--- src/sv/rabc_pkg.sv ---
package rabc_pkg;

    // Default geometry
    localparam int DEF_BASE_ROW_PIXELS = 512;
    localparam int DEF_FRAME_ROWS      = 512;

    // Region table
    localparam int REGION_COUNT  = 11;
    localparam int TABLE_ENTRIES = 11;
    localparam int UNIT_W        = 10;

    // Field widths
    localparam int REGION_W = 4;
    localparam int POS_X_W  = 10;
    localparam int POS_Y_W  = 9;
    localparam int CHAN_W   = 8;
    localparam int PIXEL_W  = 25;   // written flag + three channels

    // Operation codes
    localparam logic OP_BLEND = 1'b0;
    localparam logic OP_READ  = 1'b1;

    // Register indexes
    localparam logic REG_WIDE_LAYOUT = 1'b0;

    typedef struct packed {
        logic [UNIT_W-1:0] x;
        logic [UNIT_W-1:0] y;
        logic [UNIT_W-1:0] w;
        logic [UNIT_W-1:0] h;
    } rect_t;

    // Rectangles in 1/256 of base row width (x) and frame rows (y)
    localparam rect_t STD_TABLE [TABLE_ENTRIES] = '{
        '{10'd0,   10'd0,   10'd256, 10'd256},
        '{10'd0,   10'd0,   10'd128, 10'd64},
        '{10'd0,   10'd64,  10'd128, 10'd64},
        '{10'd0,   10'd128, 10'd128, 10'd32},
        '{10'd0,   10'd160, 10'd128, 10'd32},
        '{10'd0,   10'd192, 10'd128, 10'd64},
        '{10'd128, 10'd0,   10'd128, 10'd64},
        '{10'd128, 10'd64,  10'd128, 10'd32},
        '{10'd128, 10'd96,  10'd128, 10'd64},
        '{10'd128, 10'd160, 10'd128, 10'd64},
        '{10'd128, 10'd224, 10'd128, 10'd32}
    };

    localparam rect_t WIDE_TABLE [TABLE_ENTRIES] = '{
        '{10'd0,   10'd0,   10'd512, 10'd256},
        '{10'd0,   10'd0,   10'd128, 10'd64},
        '{10'd0,   10'd64,  10'd128, 10'd64},
        '{10'd0,   10'd128, 10'd128, 10'd32},
        '{10'd256, 10'd0,   10'd256, 10'd256},
        '{10'd0,   10'd192, 10'd128, 10'd64},
        '{10'd128, 10'd0,   10'd128, 10'd64},
        '{10'd128, 10'd64,  10'd128, 10'd32},
        '{10'd128, 10'd96,  10'd128, 10'd64},
        '{10'd128, 10'd160, 10'd128, 10'd64},
        '{10'd128, 10'd224, 10'd128, 10'd32}
    };

    // Controller -> datapath commands
    typedef struct packed {
        logic clear;     // write zero at clear pointer, advance
        logic capture;   // latch input beat
        logic geom;      // region lookup and scaling
        logic coord;     // frame coordinates and range check
        logic index;     // linear address
        logic read;      // frame store read
        logic mix;       // blend products
        logic finish;    // load output, write back
    } cmd_t;

    // Datapath -> controller status
    typedef struct packed {
        logic clear_last;
    } sts_t;

    // floor(x / 255), exact for x < 65280 (quotient fits 8 bits)
    function automatic logic [CHAN_W-1:0] div255(input logic [15:0] x);
        logic [16:0] t;
        t = 17'(x) + 17'(x[15:8]) + 17'd1;
        return t[15:8];
    endfunction

endpackage

--- src/sv/rabc_ctrl.sv ---
module rabc_ctrl
    import rabc_pkg::*;
(
    input  logic clk,
    input  logic rst_n,
    input  logic s_tvalid,
    output logic s_tready,
    output logic m_tvalid,
    input  logic m_tready,
    output cmd_t cmd,
    input  sts_t sts
);

    typedef enum logic [2:0] {
        ST_CLEAR,
        ST_IDLE,
        ST_GEOM,
        ST_COORD,
        ST_INDEX,
        ST_READ,
        ST_MIX,
        ST_FIN
    } state_t;

    state_t state_reg, state_next;
    logic   out_valid_reg, out_valid_next;
    logic   load_out;

    assign load_out = (state_reg == ST_FIN) && (!out_valid_reg || m_tready);

    always_comb
    begin
        state_next = state_reg;
        unique case (state_reg)
            ST_CLEAR: if (sts.clear_last) state_next = ST_IDLE;
            ST_IDLE:  if (s_tvalid) state_next = ST_GEOM;
            ST_GEOM:  state_next = ST_COORD;
            ST_COORD: state_next = ST_INDEX;
            ST_INDEX: state_next = ST_READ;
            ST_READ:  state_next = ST_MIX;
            ST_MIX:   state_next = ST_FIN;
            ST_FIN:   if (load_out) state_next = ST_IDLE;
            default:  state_next = ST_IDLE;
        endcase

        out_valid_next = out_valid_reg;
        if (load_out)
        begin
            out_valid_next = 1'b1;
        end
        else if (m_tready)
        begin
            out_valid_next = 1'b0;
        end
    end

    always_ff @(posedge clk or negedge rst_n)
    begin
        if (!rst_n)
        begin
            state_reg     <= ST_CLEAR;
            out_valid_reg <= 1'b0;
        end
        else
        begin
            state_reg     <= state_next;
            out_valid_reg <= out_valid_next;
        end
    end

    assign s_tready = (state_reg == ST_IDLE);
    assign m_tvalid = out_valid_reg;

    always_comb
    begin
        cmd         = '0;
        cmd.clear   = (state_reg == ST_CLEAR);
        cmd.capture = (state_reg == ST_IDLE) && s_tvalid;
        cmd.geom    = (state_reg == ST_GEOM);
        cmd.coord   = (state_reg == ST_COORD);
        cmd.index   = (state_reg == ST_INDEX);
        cmd.read    = (state_reg == ST_READ);
        cmd.mix     = (state_reg == ST_MIX);
        cmd.finish  = load_out;
    end

endmodule

--- config.mk ---
export PLATFORM = sky130hd
export DESIGN_NAME = rabc_ctrl
export DESIGN_NICKNAME = d
export VERILOG_FILES = /design/src/sv/rabc_pkg.sv /design/src/sv/rabc_ctrl.sv
export SDC_FILE = /design/constraint.sdc
export NUM_CORES = 1
export LEC_CHECK = 0
export BUFFER_PORTS_ARGS = -buffer_cell sky130_fd_sc_hd__buf_2
export CORE_AREA = 8 8 45 47
export DETAILED_ROUTE_END_ITERATION = 12
export DIE_AREA = 0 0 53 55
export GPL_TIMING_DRIVEN = 1
export PLACE_DENSITY_LB_ADDON = 0.15
export SYNTH_ARGS = -nofsm -noshare
export SYNTH_HDL_FRONTEND = slang
export SYNTH_SLANG_ARGS = --single-unit
--- constraint.sdc ---
create_clock -name clk -period 1.23 [get_ports clk]
set_clock_uncertainty 0.1 [all_clocks]
set_input_delay 0.246 -clock clk [delete_from_list [all_inputs] [get_ports clk]]
set_output_delay 0.246 -clock clk [all_outputs]
set_load 0.1 [all_outputs]
==> results of run 1 <==
[routing by layer]
layer / wire, microns / vias up / global-route usage (%)
li1: - / 180 / -
met1: 443 / 172 / 8.85
met2: 614 / 8 / 14.3
met3: 66 / 3 / 3.48
met4: 15 / 0 / 2.59
met5: 0 / - / 0
[layout by cell type (no fill, tap or decap), drive strengths merged]
cell,n
nor2,1
and3b,2
and2b,1
nor3,1
nand3b,1
dlygate4sd3,1
dfrtp,4
nand3,1
a211oi,2
clkbuf,4
buf,35
or2,1
and3,1
nand2,1
nor3b,3
a21oi,2
and2,5
nor4,1
nand2b,1
[per-stage QoR]
| stage | hold slack, ns | instance area, sq um | worst slack (ns) |
|---|---|---|---|
| 2_1_floorplan | -0.150 | 375 | -0.972 |
| 3_3_place_gp | -0.0457 | 643 | -0.227 |
| 3_5_place_dp | -0.0456 | 643 | -0.239 |
| 4_1_cts | 0.177 | 753 | -0.414 |
| 5_1_grt | 0.206 | 833 | -0.433 |
| 6_report | 0.182 | 833 | -0.399 |
[worst max-delay path: stages, from the launching register on]
cell and delay, ns:
dfrtp_2 0.45, buf_6 0.15, and3b_2 0.26, buf_12 0.17
[repair_timing]
item | 4_1_cts | 5_1_grt
pin swaps | 1 | 5
hold endpoints to repair | 4 | 0
buffers inserted | 5 | 6
hold buffers | 1 | 0
resized for setup | 10 | 11
endpoints found under the setup margin | 11 | 12
[cell type report]
| cell class | instances | area [sq um] | area share [%] |
|---|---|---|---|
| timing repair buffer | 36 | 425 | 51.1 |
| multi-input combinational | 24 | 254 | 30.5 |
| sequential | 4 | 108 | 12.9 |
| clock buffer | 4 | 26.3 | 3.15 |
| tap | 16 | 20.0 | 2.40 |
[worst min-delay path by stage]
stage / from / endpoint
after floorplan: rst_n / state_reg[0]
after global placement: rst_n / state_reg[2]
after detailed placement: rst_n / m_tvalid
after CTS: m_tready / m_tvalid
after global routing: m_tready / m_tvalid
final: m_tready / m_tvalid
[kinds of logic (layout without fill, tap and decap cells)]
family / count (synthesis) / count (layout) / synth area share, %
buffers and inverters: 4 / 40 / 9.09
flip-flops: 4 / 4 / 31.6
AND/OR/NAND/NOR: 20 / 20 / 48.2
AO/OA/AOI/OAI: 4 / 4 / 11.1
==> summary.md, run 1 <==
| Metric | Value |
|---|---|
| Status | `finished, violations left` |
| Failing checks | `negative setup slack` |
| CTS sink count | `4` |
| WP data arrival | `1.28 ns` |
| Hold Path Stages | `3` |
| Clock Pin Slew Worst Setup and Hold Paths | `0.05 ns` |
| Reg2Reg Capture Point | `state_reg[0]` |
| Largest net degree at the start of global routing | `10` |
| Initial DRC count | `2` |
| Wire per inst | `13.6 microns` |
| RSZ-0062 raised after global routing | `true` |
| Worst setup path start | `state_reg[0]` |
| Die W | `53 microns` |
| EDFF count, synth | `0` |
| CORE AREA | `0.00138 sq mm` |
| Slew @ Worst Pin | `0.239 ns` |
| Proportion of layout cells with a drive suffix above 1 | `85.3%` |
| Fin util | `60.2%` |
| Top FF cell, synth | `dfrtp_1` |
| Fin nets | `74` |
| Total global-route track usage | `8.21%` |
| CTS Buf Count | `3` |
| Clock Tree Buf Depth | `2` |
| Die Area | `0.00292 sq mm` |
| CTS tree | `yes` |
| WL final | `1.14 mm` |
| Synth Cell Area | `317 sq um` |
| Most common cell in the synthesized netlist | `and2_1` |
| Final Hold Viols | `0` |
| # diodes | `0` |
| Worst slew margin | `83.9%` |
| Final min period | `1.63 ns` |
| Initial antenna violation count | `0` |
| Rows | `14` |
| Flop-to-flop setup slack | `-0.20 ns` |
| Starting Density | `22.9%` |
| Final setup fails | `12` |
| Max-Cap Viols | `0` |
| DP HPWL | `721 microns` |
| Ys async rst share | `100%` |
| Dpl cells | `68` |
| Crit-path max FO | `8` |
| Synth top area share | `31.6%` |
| Die height | `55 microns` |
| Final setup margin | `-0.399 ns` |
| Worst R2R Path Depth | `5` |
| Synth-to-layout area growth | `163%` |
| Clock latency on the worst-skew pair | `0.25 ns` |
| CTS HTree Levels | `1` |
| IO Pins | `15` |
| Clk root buf | `clkbuf_4` |
| Total gr overflow | `0` |
| Count of pins over their slew limit | `0` |
| Synth top area cells | `dfrtp_1 (32%), and2_1 (9.9%), a211oi_2 (7.9%)` |
| CP endpoint | `cmd[1]` |
| Largest register FFs | `3` |
| Drt drc | `0` |
| Syn Nets | `37` |
| Worst EP required | `0.88 ns` |
| Gpl congestion | `0.739` |
| First-pass GRT wire length | `1.75 mm` |
| Crit Path Category | `flop to output pin` |
| Vias per Instance | `4.32` |
| Top cells by count, synth | `and2_1 (5), dfrtp_1 (4)` |
| Seq/Total Area, Yosys | `31.6%` |
| Cell count after synthesis | `32` |
| Yosys top cell by area | `dfrtp_1` |
| Fin crit share | `132%` |
| Final std cells w/o fill | `84` |
| Worst setup SP type | `flop` |
| Vias post-DR | `363` |
| Vias in the first global route | `360` |
| Worst setup EP type | `output pin` |
| IO Port Bufs | `14` |
| Hold Crit Class | `primary input to flop` |
| Synth cell types | `20` |
| Fmax | `614 MHz` |
| RR Startpoint | `state_reg[0]` |
| Fillers | `106` |
| Final TNS setup | `-3.78 ns` |
| DR pass1 iterations | `4` |
| YS warnings | `0` |
| Antenna-violating nets left | `0` |
| Avg Inst Size Synth | `9.89 sq um` |
| Synth Register Bits | `4` |
Power of run 1 is left out: the tool's default activity adds up to more than one toggle a clock period on the data nets, which glitch-free logic cannot reach.
==> run 2: changes to the inputs <==
--- a/config.mk
+++ b/config.mk
@@ -6,9 +6,11 @@
 export NUM_CORES = 1
 export LEC_CHECK = 0
 export BUFFER_PORTS_ARGS = -buffer_cell sky130_fd_sc_hd__buf_2
-export CORE_AREA = 8 8 45 47
+export CELL_PAD_IN_SITES_DETAIL_PLACEMENT = 0
+export CELL_PAD_IN_SITES_GLOBAL_PLACEMENT = 2
+export CORE_MARGIN = 8
+export CORE_UTILIZATION = 21
 export DETAILED_ROUTE_END_ITERATION = 12
-export DIE_AREA = 0 0 53 55
 export GPL_TIMING_DRIVEN = 1
 export PLACE_DENSITY_LB_ADDON = 0.15
 export SYNTH_ARGS = -nofsm -noshare
==> run 2 against run 1 <==
The flow still finishes with violations (negative setup slack). Flip-flop and latch count did not move. Via count rose by 2.2%. Utilization fell by 3.1 points. Cell count did not move. Maximum frequency rose by 1.5%. First-iteration DRC count fell by 100%. Global-route usage rose by 0.092 points. Wire length fell by 1.1%. Count of clock-buffer cells in the layout did not move.
==> summary.md, run 2 (same netlist as run 1, synthesis figures left out) <==
| Metric | Value |
|---|---|
| Fin util | `57.1% (was 60.2%)` |
| Antenna-violating nets left | `0 (unchanged)` |
| Worst R2R Path Depth | `5 (unchanged)` |
| Final std cells w/o fill | `84 (unchanged)` |
| RR Startpoint | `state_reg[2] (was state_reg[0])` |
| Gpl congestion | `0.784 (was 0.739)` |
| Dpl cells | `71 (was 68)` |
| IO Pins | `15 (unchanged)` |
| DR pass1 iterations | `1 (was 4)` |
| Largest net degree at the start of global routing | `8 (was 10)` |
| CORE AREA | `0.00145 sq mm (was 0.00138 sq mm)` |
| Die height | `54.8 microns (was 55 microns)` |
| WP data arrival | `1.26 ns (was 1.28 ns)` |
| CTS Buf Count | `3 (unchanged)` |
| Total gr overflow | `0 (unchanged)` |
| Largest register FFs | `3 (unchanged)` |
| Worst setup path start | `state_reg[2] (was state_reg[0])` |
| Hold Path Origin | `m_tready (unchanged)` |
| Failing checks | `negative setup slack (unchanged)` |
| IO Port Bufs | `14 (unchanged)` |
| Commonest cells after routing, fill and taps aside | `buf_4 (12), buf_12 (10), buf_6 (9) (was buf_4 (11), buf_12 (10), buf_6 (10))` |
| Total global-route track usage | `8.30% (was 8.21%)` |
| CTS HTree Levels | `1 (unchanged)` |
| WL final | `1.13 mm (was 1.14 mm)` |
| Die Area | `0.00301 sq mm (was 0.00292 sq mm)` |
| Final Hold Viols | `0 (unchanged)` |
| First-pass GRT wire length | `1.77 mm (was 1.75 mm)` |
| Flop-to-flop setup slack | `-0.23 ns (was -0.20 ns)` |
| Hold EP | `m_tvalid (unchanged)` |
| Clock Tree Buf Depth | `2 (unchanged)` |
| DP HPWL | `732 microns (was 721 microns)` |
| Hold Path Stages | `3 (unchanged)` |
| Worst setup EP type | `output pin (unchanged)` |
| Starting Density | `21.8% (was 22.9%)` |
| Register Area | `108 sq um (unchanged)` |
| Synth-to-layout area growth | `162% (was 163%)` |
| Final TNS setup | `-3.62 ns (was -3.78 ns)` |
| Post-place setup slack | `-0.227 ns (was -0.239 ns)` |
| Final setup margin | `-0.376 ns (was -0.399 ns)` |
| Commonest non-fill, non-tap cell in the layout | `buf_4 (unchanged)` |
| Proportion of layout cells with a drive suffix above 1 | `88.2% (was 85.3%)` |
| Multi-input logic area | `255 sq um (was 254 sq um)` |
| Fin crit share | `131% (was 132%)` |
| Vias per Instance | `4.42 (was 4.32)` |
| Fin nets | `74 (unchanged)` |
| Worst slew margin | `83.2% (was 83.9%)` |
| CTS tree | `yes (unchanged)` |
| Final min period | `1.61 ns (was 1.63 ns)` |
| Worst setup SP type | `flop (unchanged)` |
| Rows | `14 (unchanged)` |
| Slew @ Worst Pin | `0.250 ns (was 0.239 ns)` |
| Status | `finished, violations left (unchanged)` |
| Fmax | `623 MHz (was 614 MHz)` |
| CTS sink count | `4 (unchanged)` |
| Final setup fails | `12 (unchanged)` |
| Hold Crit Class | `primary input to flop (unchanged)` |
| Clk root buf | `clkbuf_4 (unchanged)` |
| Crit-path max FO | `6 (was 8)` |
| Worst EP required | `0.88 ns (about the same)` |
| Clock Pin Slew Worst Setup and Hold Paths | `0.04 ns (was 0.05 ns)` |
| Drt drc | `0 (unchanged)` |
| Crit Path Category | `flop to output pin (unchanged)` |
| Vias post-DR | `371 (was 363)` |
| Vias in the first global route | `401 (was 360)` |
| Count of pins over their slew limit | `0 (unchanged)` |
| Initial antenna violation count | `0 (unchanged)` |
| Clock latency on the worst-skew pair | `0.24 ns (was 0.25 ns)` |
| Reg2Reg Capture Point | `state_reg[0] (unchanged)` |
| Max-Cap Viols | `0 (unchanged)` |
| Fillers | `130 (was 106)` |
| Die W | `54.8 microns (was 53 microns)` |
| # diodes | `0 (unchanged)` |
| Initial DRC count | `0 (was 2)` |
| RSZ-0062 raised after global routing | `true (unchanged)` |
| Wire per inst | `13.4 microns (was 13.6 microns)` |
==> run 2: cell count changes in the layout (fill, tap and decap cells not counted) <==
cell    change
and2_1      -1
and2_4      +1
buf_4       +1
buf_6       -1
nor2_1      -1
nor2_4      +1
nor4_2      +1
nor4_4      -1
==> run 2: how the worst max path moves through the flow <==
| stage | end | slack [ns] | cells after the start |
|---|---|---|---|
| detailed placement | cmd[5] | -0.23 | 3 |
| global route | cmd[6] | -0.43 | 3 |
| global placement | cmd[0] | -0.20 | 3 |
| floorplan | cmd[6] | -0.97 | 3 |
| finish | cmd[6] | -0.38 | 3 |
| CTS | cmd[6] | -0.39 | 3 |
==> run 2: metal layers <==
layer | share of wire (%) | GRT usage (%) | wire, microns | vias up
met1 | 37 | 8.19 | 419 | 175
met5 | 0 | 0 | 0 | -
met2 | 55 | 15.5 | 621 | 9
met3 | 6.6 | 3.26 | 74 | 3
met4 | 0.89 | 2.46 | 10 | 0
li1 | - | - | - | 184
==> run 2: layout make-up <==
class / instances / share of cell area, %
Multi-Input combinational cell: 24 / 30.7
Timing Repair Buffer: 36 / 50.8
Tap cell: 16 / 2.41
Clock buffer: 4 / 3.16
Sequential cell: 4 / 13.0
==> run 2: repair_timing <==
action	in CTS	in global routing
resized for setup	18	6
hold buffers	1	0
hold endpoints to repair	4	0
setup buffers	8	3
pin swaps	9	5
endpoints found under the setup margin	12	13
==> run 2: worst max-delay path: stages, from the launching register on <==
cell and delay, ns:
dfrtp_2 0.47, nor3b_4 0.20, and2_4 0.18, buf_12 0.16
==> run 2: through the flow <==
step	hold WS (ns)	instance area (sq um)
after global placement	-0.0489	666
after CTS	0.194	808
after floorplan	-0.150	375
final	0.194	831
after global routing	0.209	831
after detailed placement	-0.0462	666
Power of run 2 is left out for the same reason.
